===== src/bde_pkg.sv =====
// ----------------------------------------------------------------------------
// bde_pkg
// Shared widths, reset values and register map for the button debounce block.
// ----------------------------------------------------------------------------
package bde_pkg;

  localparam int BUTTONS    = 5;
  localparam int TIME_W     = 32;
  localparam int DEB_W      = 16;
  localparam int EVENT_W    = 3;
  localparam int PADDR_W    = 3;
  localparam int PDATA_W    = 32;

  localparam logic [DEB_W-1:0] DEBOUNCE_RESET = DEB_W'(50);
  localparam logic [7:0]       ALL_RELEASED   = 8'hFF;

  typedef logic [BUTTONS-1:0] btn_vec_t;
  typedef logic [TIME_W-1:0]  time_t;
  typedef logic [EVENT_W-1:0] event_t;

  typedef enum logic [PADDR_W-3:0] {
    REG_DEBOUNCE = 1'b0
  } reg_idx_t;

  typedef struct packed {
    logic     step;
    btn_vec_t raw;
    time_t    now;
  } bde_poll_t;

  typedef struct packed {
    event_t   press_event;
    btn_vec_t pressed;
  } bde_result_t;

endpackage


===== src/button_debounce_press_events_core.sv =====
// ----------------------------------------------------------------------------
// button_debounce_press_events_core
// Debounced button poller reporting the lowest newly pressed button.
// ----------------------------------------------------------------------------
// Takes one poll per clock cycle while the result side is not stalled. A
// poll lands in the input register, is evaluated against the per-button
// debounce state in one pass and leaves in the result register.
// The state update and the result register load happen at the same edge,
// which lets the next poll follow directly. Stalls on the result side hold
// both registers; the input side keeps taking an item whenever the input
// register moves on in that cycle.
module button_debounce_press_events_core import bde_pkg::*; (
  input  logic               clk,
  input  logic               rst_n,
  input  logic               in_valid,
  output logic               in_ready,
  input  logic [BUTTONS-1:0] in_raw_buttons,
  input  logic [TIME_W-1:0]  in_now_ms,
  output logic               out_valid,
  input  logic               out_ready,
  output logic [EVENT_W-1:0] out_press_event,
  output logic [BUTTONS-1:0] out_pressed_buttons,
  input  logic               psel,
  input  logic               penable,
  input  logic               pwrite,
  input  logic [PADDR_W-1:0] paddr,
  input  logic [PDATA_W-1:0] pwdata,
  output logic [PDATA_W-1:0] prdata,
  output logic               pready
);

  logic             in_valid_r,  in_valid_nxt;
  btn_vec_t         raw_r;
  time_t            now_r;
  logic             out_valid_r, out_valid_nxt;
  bde_result_t      result_r;
  bde_result_t      result;
  bde_poll_t        poll;
  logic             advance;
  logic [DEB_W-1:0] debounce_ms;

  bde_cfg u_cfg (
    .clk         (clk),
    .rst_n       (rst_n),
    .psel        (psel),
    .penable     (penable),
    .pwrite      (pwrite),
    .paddr       (paddr),
    .pwdata      (pwdata),
    .prdata      (prdata),
    .pready      (pready),
    .debounce_ms (debounce_ms)
  );

  assign advance   = in_valid_r && (!out_valid_r || out_ready);
  assign in_ready  = !in_valid_r || advance;

  assign poll.step = advance;
  assign poll.raw  = raw_r;
  assign poll.now  = now_r;

  bde_track u_track (
    .clk         (clk),
    .rst_n       (rst_n),
    .debounce_ms (debounce_ms),
    .poll        (poll),
    .result      (result)
  );

  always_comb begin
    in_valid_nxt = in_valid_r;
    if (in_ready) begin
      in_valid_nxt = in_valid;
    end
    out_valid_nxt = out_valid_r;
    if (advance) begin
      out_valid_nxt = 1'b1;
    end else if (out_ready) begin
      out_valid_nxt = 1'b0;
    end
  end

  always_ff @(posedge clk) begin
    if (!rst_n) begin
      in_valid_r  <= 1'b0;
      out_valid_r <= 1'b0;
    end else begin
      in_valid_r  <= in_valid_nxt;
      out_valid_r <= out_valid_nxt;
    end
  end

  always_ff @(posedge clk) begin
    if (in_valid && in_ready) begin
      raw_r <= in_raw_buttons;
      now_r <= in_now_ms;
    end
    if (advance) begin
      result_r <= result;
    end
  end

  assign out_valid           = out_valid_r;
  assign out_press_event     = result_r.press_event;
  assign out_pressed_buttons = result_r.pressed;

endmodule


===== src/bde_cfg.sv =====
// ----------------------------------------------------------------------------
// bde_cfg
// APB-style register file holding the debounce time.
// ----------------------------------------------------------------------------
module bde_cfg import bde_pkg::*; (
  input  logic               clk,
  input  logic               rst_n,
  input  logic               psel,
  input  logic               penable,
  input  logic               pwrite,
  input  logic [PADDR_W-1:0] paddr,
  input  logic [PDATA_W-1:0] pwdata,
  output logic [PDATA_W-1:0] prdata,
  output logic               pready,
  output logic [DEB_W-1:0]   debounce_ms
);

  logic [DEB_W-1:0] debounce_r;
  logic [DEB_W-1:0] debounce_nxt;
  reg_idx_t         reg_idx;
  logic             in_range;

  assign reg_idx  = reg_idx_t'(paddr[PADDR_W-1:2]);
  assign in_range = (reg_idx == REG_DEBOUNCE);
  assign pready   = 1'b1;

  always_comb begin
    debounce_nxt = debounce_r;
    if (psel && penable && pwrite && in_range) begin
      debounce_nxt = pwdata[DEB_W-1:0];
    end
  end

  always_ff @(posedge clk) begin
    if (!rst_n) begin
      debounce_r <= DEBOUNCE_RESET;
    end else begin
      debounce_r <= debounce_nxt;
    end
  end

  always_comb begin
    prdata = '0;
    if (in_range) begin
      prdata = PDATA_W'(debounce_r);
    end
  end

  assign debounce_ms = debounce_r;

endmodule


===== src/bde_track.sv =====
// ----------------------------------------------------------------------------
// bde_track
// Per-button change tracking, debounce compare and press edge detection.
// ----------------------------------------------------------------------------
module bde_track import bde_pkg::*; (
  input  logic             clk,
  input  logic             rst_n,
  input  logic [DEB_W-1:0] debounce_ms,
  input  bde_poll_t        poll,
  output bde_result_t      result
);

  btn_vec_t last_raw_r,     last_raw_nxt;
  btn_vec_t stable_r,       stable_nxt;
  btn_vec_t prev_pressed_r;
  time_t    change_time_r   [BUTTONS];
  time_t    change_time_nxt [BUTTONS];
  btn_vec_t changed;
  btn_vec_t settled;
  btn_vec_t pressed;
  btn_vec_t fresh;
  event_t   press_event;
  time_t    elapsed         [BUTTONS];

  always_comb begin
    for (int i = 0; i < BUTTONS; i++) begin
      changed[i]         = poll.raw[i] != last_raw_r[i];
      elapsed[i]         = poll.now - change_time_r[i];
      settled[i]         = !changed[i] && (elapsed[i] > TIME_W'(debounce_ms));
      change_time_nxt[i] = changed[i] ? poll.now : change_time_r[i];
      stable_nxt[i]      = settled[i] ? poll.raw[i] : stable_r[i];
    end
    last_raw_nxt = poll.raw;
    pressed      = ~stable_nxt;
    fresh        = pressed & ~prev_pressed_r;
    press_event  = '0;
    for (int i = BUTTONS - 1; i >= 0; i--) begin
      if (fresh[i]) begin
        press_event = EVENT_W'(i + 1);
      end
    end
  end

  always_ff @(posedge clk) begin
    if (!rst_n) begin
      last_raw_r     <= ALL_RELEASED[BUTTONS-1:0];
      stable_r       <= ALL_RELEASED[BUTTONS-1:0];
      prev_pressed_r <= '0;
      for (int i = 0; i < BUTTONS; i++) begin
        change_time_r[i] <= '0;
      end
    end else if (poll.step) begin
      last_raw_r     <= last_raw_nxt;
      stable_r       <= stable_nxt;
      prev_pressed_r <= pressed;
      for (int i = 0; i < BUTTONS; i++) begin
        change_time_r[i] <= change_time_nxt[i];
      end
    end
  end

  assign result.press_event = press_event;
  assign result.pressed     = pressed;

endmodule


===== config.mk =====
export PLATFORM = sky130hd
export DESIGN_NAME = button_debounce_press_events_core
export DESIGN_NICKNAME = d
export VERILOG_FILES = /design/src/bde_pkg.sv /design/src/button_debounce_press_events_core.sv /design/src/bde_cfg.sv /design/src/bde_track.sv
export SDC_FILE = /design/constraint.sdc
export NUM_CORES = 1
export LEC_CHECK = 0
export ABC_AREA = 1
export BUFFER_PORTS_ARGS = -buffer_cell sky130_fd_sc_hd__buf_2
export CAP_MARGIN = 25
export CORE_UTILIZATION = 45
export CTS_CLUSTER_SIZE = 28
export DETAILED_ROUTE_END_ITERATION = 10
export SYNTH_ARGS = -nofsm -noshare
export SYNTH_HDL_FRONTEND = slang
export SYNTH_SLANG_ARGS = --single-unit

===== constraint.sdc =====
create_clock -name clk -period 4.6 [get_ports clk]
set_input_delay 0 -clock clk [delete_from_list [all_inputs] [get_ports clk]]
set_output_delay 0 -clock clk [all_outputs]
set_load 0.05 [all_outputs]

==> results of run 1 <==
==> per-layer routing <==
metal / GRT usage (%) / wire, um / vias up
met3: 2.14 / 3500 / 170
met1: 35.8 / 30700 / 9473
li1: - / - / 10442
met2: 50.8 / 33800 / 592
met5: 0 / 0 / -
met4: 14.2 / 3530 / 0
==> timing repair <==
action	CTS	global route
setup endpoints to repair	0	4
setup buffers	0	2
gates resized for setup	0	4
endpoints found under the hold margin	55	0
hold buffers	61	0
==> critical path, delay by kind of cell, from the launching register on <==
| family | cells | cell delay (ns) |
|---|---|---|
| flip-flops | 1 | 0.59 |
| AND/OR/NAND/NOR | 24 | 2.30 |
| adder cells (fa/ha/maj) | 2 | 0.68 |
| buffers and inverters | 2 | 0.32 |
| XOR/XNOR | 1 | 0.15 |
==> Yosys cell counts, drive strengths merged <==
master	instances
clkbuf	16
and3	4
xnor2	9
o211ai	13
clkinv	4
xor2	72
nor4	5
nand3b	17
a21oi	191
and2	10
a21o	11
o21a	7
ha	235
nand4	37
nor2	341
a21boi	3
fa	5
a31oi	2
dfxtp	33
inv	627
o31a	1
edfxtp	205
nand2	1026
conb	2
nor3	30
o31ai	3
buf	17
or2	5
o21ai	83
o21bai	11
nand3	153
==> layout make-up <==
cell class                 instances  area share [%]
sequential                       238            27.7
clock inverter                    17           0.752
antenna                            1          0.0102
multi-input combinational       2291            50.4
tap                              615            3.12
inverter                         631            9.63
clock buffer                      34            3.15
timing repair buffer             179            5.25
==> cell families (layout without fill, tap and decap cells) <==
group                      count (synthesis)  after routing  synth area share (%)
adders and majority gates                240            240                  14.0
and+or+nand+nor                         1628           1628                  31.1
AOI/OAI and AO/OA                        325            325                  8.25
DFF                                      238            238                  31.5
xor gates and xnor gates                  81             81                  3.27
buffers and inverters                    664            861                  11.8
other                                      2             18                0.0347
==> where the power goes <==
group | leakage, nW | switching (mW) | internal (mW) | total [mW]
Sequential | 2.38 | 0.0892 | 2.50 | 2.59
Combinational | 9.94 | 1.79 | 0.952 | 2.75
Clock | 0.463 | 0.945 | 1.38 | 2.32
==> sequential cells by signal (all words and copies together), names as in the netlist <==
signal                  count
u_track.change_time_r     160
now_r                      32
u_cfg.debounce_ms          16
out_pressed_buttons         5
raw_r                       5
u_track.last_raw_r          5
u_track.prev_pressed_r      5
u_track.stable_r            5
out_press_event             3
in_valid_r                  1
out_valid                   1
==> worst max-delay path by stage <==
stage | from | end | slack, ns | cells after the start
2_1_floorplan | out_valid | u_track.change_time_r[0][128] | 0.75 | 4
3_3_place_gp | now_r[0] | out_press_event[2] | 0.25 | 29
3_5_place_dp | now_r[1] | out_press_event[0] | 0.22 | 29
4_1_cts | now_r[0] | out_press_event[2] | 0.22 | 29
5_1_grt | now_r[0] | out_press_event[2] | 0.007 | 30
6_report | now_r[2] | out_press_event[0] | 0.33 | 29
==> flow_metrics.env, run 1 <==
export IMPL_status="finished, final reports clean"
export IMPL_nets=3688
export IMPL_drt_drc_violations_left=0
export IMPL_min_to="u_track.last_raw_r[2]"
export IMPL_end_kind="flop"
export IMPL_tns_ns=0
export IMPL_startpoint_type="flop"
export IMPL_r2r_slack_ns=0.33
export IMPL_syn_to_final_growth_pct=13.7
export IMPL_globalplace_congestion=0.948
export IMPL_ys_ff_latch=238
export IMPL_clk_latency_ns=0.57
export IMPL_fin_ws_ns=0.326
export IMPL_path_class="flop to flop"
export IMPL_rsz0062_at_grt="false"
export IMPL_cts_buffers=28
export IMPL_io_pins=122
export IMPL_die_x_um=221
export IMPL_finClkSkew_ns=0.0129
export IMPL_hp_start="rst_n"
export IMPL_grt_pass1_vias=20169
export IMPL_slew_limit_headroom_pct=40.3
export IMPL_grt_pass1_wl_um=108000
export IMPL_hold_class="primary input to flop"
export IMPL_period_share_pct=92.9
export IMPL_clkSinkCount=238
export IMPL_seq_area_um2=6820
export IMPL_dp_hpwl_um=59700
export IMPL_cts_tree="built"
export IMPL_synth_distinct_cells=43
export IMPL_fmaxAchievable_ghz=0.234
export IMPL_layout_drive_gt1_share_pct=6.99
export IMPL_yosysSeqAreaShare_pct=31.5
export IMPL_first_pass_iters=8
export IMPL_grt_max_degree=38
export IMPL_worst_path_largest_cell_delay_ns=0.59
export IMPL_floorplan_initialDensity_pct=45.5
export IMPL_vdd_drop_max_v=0.000277
export IMPL_post_place_ws_ns=0.218
export IMPL_r2r_start="now_r[2]"
export IMPL_place_inst=3890
export IMPL_slew_violations=0
export IMPL_finalHoldViolCount=0
export IMPL_yosys_top_cells_area="edfxtp_1 (28%), nand2_1 (17%), ha_1 (14%)"
export IMPL_htreeDepth=1
export IMPL_port_buffers=86
export IMPL_crit_slowest_cell="edfxtp_1"
export IMPL_path_max_fanout=6
export IMPL_dpl_instance_area_um2=23000
export IMPL_cellLeakagePower_nw=12.8
export IMPL_synthCells=3178
export IMPL_synth_warnings=0
export IMPL_worstPathArrival_ns=4.60
export IMPL_antenna_found_initial=0
export IMPL_powerDensity_nw_per_um2=311
export IMPL_overflow=0
export IMPL_clk_path_buf_depth=3
export IMPL_dieArea_um2=49000
export IMPL_design_area_um2=24600
export IMPL_nFillCells=4890
export IMPL_drtAntennaViolNets=0
export IMPL_vias=20677
export IMPL_fp_row_count=80
export IMPL_finalPower_mw=7.65
export IMPL_core_um2=47600
export IMPL_reg2reg_depth=29
export IMPL_holdWs_ns=0.0618
export IMPL_drt_iter0_drc=1431
export IMPL_tightest_slew_ns=0.895
export IMPL_setup_violations=0
export IMPL_timing_rr_end="out_press_event[0]"
export IMPL_maxCapViolCount=0
export IMPL_yosys_area_top_type="edfxtp_1"
export IMPL_instances_no_fill=4006
export IMPL_via_per_inst=5.16
export IMPL_synth_top_area_share_pct=28.4
export IMPL_cts_root_buf="clkbuf_16"
export IMPL_final_core_util_pct=51.7
export IMPL_routed_wl_um=71600
export IMPL_track_usage_pct=28.9
export IMPL_fin_crit_ns=4.27
export IMPL_clk_pin_slew_worst_paths_ns=0.06
export IMPL_final_cell_mix="nand2_1 (990), inv_1 (621), nor2_1 (329)"
export IMPL_die_y_um=221
export IMPL_wl_per_cell_um=17.9
export IMPL_cpMostUsedCell="nand2_1"
export IMPL_hold_depth=2
export IMPL_layout_commonest_cell="nand2_1"
export IMPL_cp_required_ns=4.92
export IMPL_syn_area_um2=21700
export IMPL_multiInputGateArea_um2=12400
export IMPL_synth_avg_cell_area_um2=6.82
(Power assumes the default switching activity.)
==> inputs of run 2 (changes only) <==
Settings changed: CORE_ASPECT_RATIO from default to 0.6.
==> run 2 against run 1 <==
Critical endpoint unchanged. Routed wire length is 8.5% higher. Clock power decreased by 13%. Worst setup slack worse by 0.046 ns. Power is 2.6% lower. First-iteration DRC count grew 36%. Largest power group unchanged. Critical path type unchanged. Non-clock buffer count increased by 28. Utilization rose by 1.0 points. Maximum frequency down 1.1%.
==> flow_metrics.env, run 2 (synthesized netlist as in run 1, its figures left out) <==
export IMPL_layout_commonest_cell="nand2_1"
export IMPL_cpMostUsedCell="nand2_1"
export IMPL_drt_drc_violations_left=0
export IMPL_end_kind="flop"
export IMPL_r2r_start="now_r[7]"
export IMPL_track_usage_pct=31.5
export IMPL_clkSinkCount=238
export IMPL_layout_drive_gt1_share_pct=7.56
export IMPL_finalHoldViolCount=0
export IMPL_fp_row_count=61
export IMPL_nFillCells=4609
export IMPL_dp_hpwl_um=64600
export IMPL_startpoint_type="flop"
export IMPL_floorplan_initialDensity_pct=46.2
export IMPL_r2r_slack_ns=0.28
export IMPL_vias=20976
export IMPL_die_y_um=172
export IMPL_hp_start="in_now_ms[16]"
export IMPL_hold_class="primary input to flop"
export IMPL_antenna_found_initial=1
export IMPL_largest_reg_flops=160
export IMPL_vdd_drop_max_v=0.000319
export IMPL_via_per_inst=5.19
export IMPL_tightest_slew_ns=1.06
export IMPL_fmaxAchievable_ghz=0.231
export IMPL_powerDensity_nw_per_um2=302
export IMPL_drt_iter0_drc=1943
export IMPL_wl_per_cell_um=19.2
export IMPL_io_pins=122
export IMPL_globalplace_congestion=0.968
export IMPL_maxCapViolCount=0
export IMPL_nets=3713
export IMPL_period_share_pct=93.9
export IMPL_grt_pass1_wl_um=115000
export IMPL_clk_path_buf_depth=3
export IMPL_final_core_util_pct=52.7
export IMPL_final_cell_mix="nand2_1 (990), inv_1 (622), nor2_1 (330)"
export IMPL_htreeDepth=1
export IMPL_fin_crit_ns=4.32
export IMPL_slew_violations=0
export IMPL_finClkSkew_ns=0.0138
export IMPL_path_class="flop to flop"
export IMPL_overflow=0
export IMPL_status="finished, final reports clean"
export IMPL_cp_required_ns=4.91
export IMPL_port_buffers=86
export IMPL_cts_root_buf="clkbuf_16"
export IMPL_grt_max_degree=37
export IMPL_crit_slowest_cell="edfxtp_1"
export IMPL_worstPathArrival_ns=4.63
export IMPL_dieArea_um2=49000
export IMPL_syn_to_final_growth_pct=14.1
export IMPL_worst_path_largest_cell_delay_ns=0.57
export IMPL_grt_pass1_vias=19590
export IMPL_clk_latency_ns=0.55
export IMPL_core_um2=46900
export IMPL_cellLeakagePower_nw=12.8
export IMPL_drtAntennaViolNets=0
export IMPL_die_x_um=285
export IMPL_largest_register="u_track.change_time_r"
export IMPL_tns_ns=0
export IMPL_antenna_diode_count=0
export IMPL_clk_pin_slew_worst_paths_ns=0.07
export IMPL_path_max_fanout=4
export IMPL_cts_buffers=25
export IMPL_routed_wl_um=77700
export IMPL_first_pass_iters=6
export IMPL_cts_tree="built"
export IMPL_slew_limit_headroom_pct=29.0
export IMPL_crit_start="now_r[7]"
export IMPL_setup_violations=0
==> run 2: changes by cell type in the layout (fill, tap and decap cells not counted), moves of 2 or more <==
cell	previous run	this run
bufinv_16	3	1
buf_4	31	55
clkbuf_8	1	4
nor3_2	3	5
dlygate4sd3_1	61	64
clkbuf_16	30	25
o21ai_1	4	6
nor3_1	27	25
o21ai_0	76	74
==> run 2: path summary, 6_finish.rpt <==
kind	endpoint	cells after the start
max	out_press_event[0]	26
min	now_r[16]	2
max reg2reg	out_press_event[0]	26
min reg2reg	u_track.last_raw_r[1]	2
==> run 2: power breakdown <==
| part | total, mW | switching [mW] | internal (mW) | leakage [nW] |
|---|---|---|---|---|
| sequential | 2.59 | 0.0953 | 2.50 | 2.38 |
| combinational | 2.85 | 1.88 | 0.979 | 10.1 |
| clock | 2.01 | 0.887 | 1.12 | 0.389 |
==> run 2: through the flow <==
stage / instance area (um^2) / instances / hold WS [ns] / setup WS (ns) / power [mW]
floorplan: 21700 / 3193 / 0.0989 / 0.753 / 4.56
global placement: 23200 / 3921 / 0.176 / 0.280 / 5.33
detailed placement: 23200 / 3921 / 0.178 / 0.244 / 5.37
CTS: 24600 / 4030 / 0.116 / 0.216 / 7.43
global route: 24700 / 4042 / 0.135 / -0.0107 / 7.93
finish: 24700 / 4042 / 0.153 / 0.280 / 7.46
==> run 2: worst max-delay path, delay by kind of cell, from the launching register on <==
kind / cells / cell delay, ns
buffers and inverters: 1 / 0.25
and+or+nand+nor: 22 / 2.49
DFF: 1 / 0.57
adders and majority gates: 2 / 0.67
xor gates and xnor gates: 1 / 0.08
==> run 2: layout make-up <==
| cell class | instances | area (um^2) | area share, % |
|---|---|---|---|
| multi-input cells | 2291 | 12400 | 50.3 |
| clock inverters | 13 | 106 | 0.430 |
| repair buffers | 207 | 1520 | 6.13 |
| inverters | 631 | 2370 | 9.58 |
| clock buffers | 32 | 692 | 2.80 |
| flip-flops and latches | 238 | 6820 | 27.6 |
| well taps | 630 | 788 | 3.19 |
==> run 2: metal layers <==
| layer | GRT usage (%) | part of all wire (%) | vias up |
|---|---|---|---|
| met5 | 0 | 0.017 | - |
| li1 | - | - | 10459 |
| met1 | 46.5 | 49 | 9682 |
| met3 | 7.11 | 9.3 | 88 |
| met4 | 5.37 | 1.7 | 2 |
| met2 | 47.1 | 40 | 745 |
==> run 2: timing repair <==
| item | 4_1_cts | 5_1_grt |
|---|---|---|
| setup endpoints to repair | 0 | 3 |
| endpoints found under the hold margin | 66 | 0 |
| setup buffers | 0 | 10 |
| hold buffers | 64 | 0 |
| gates resized for setup | 0 | 6 |
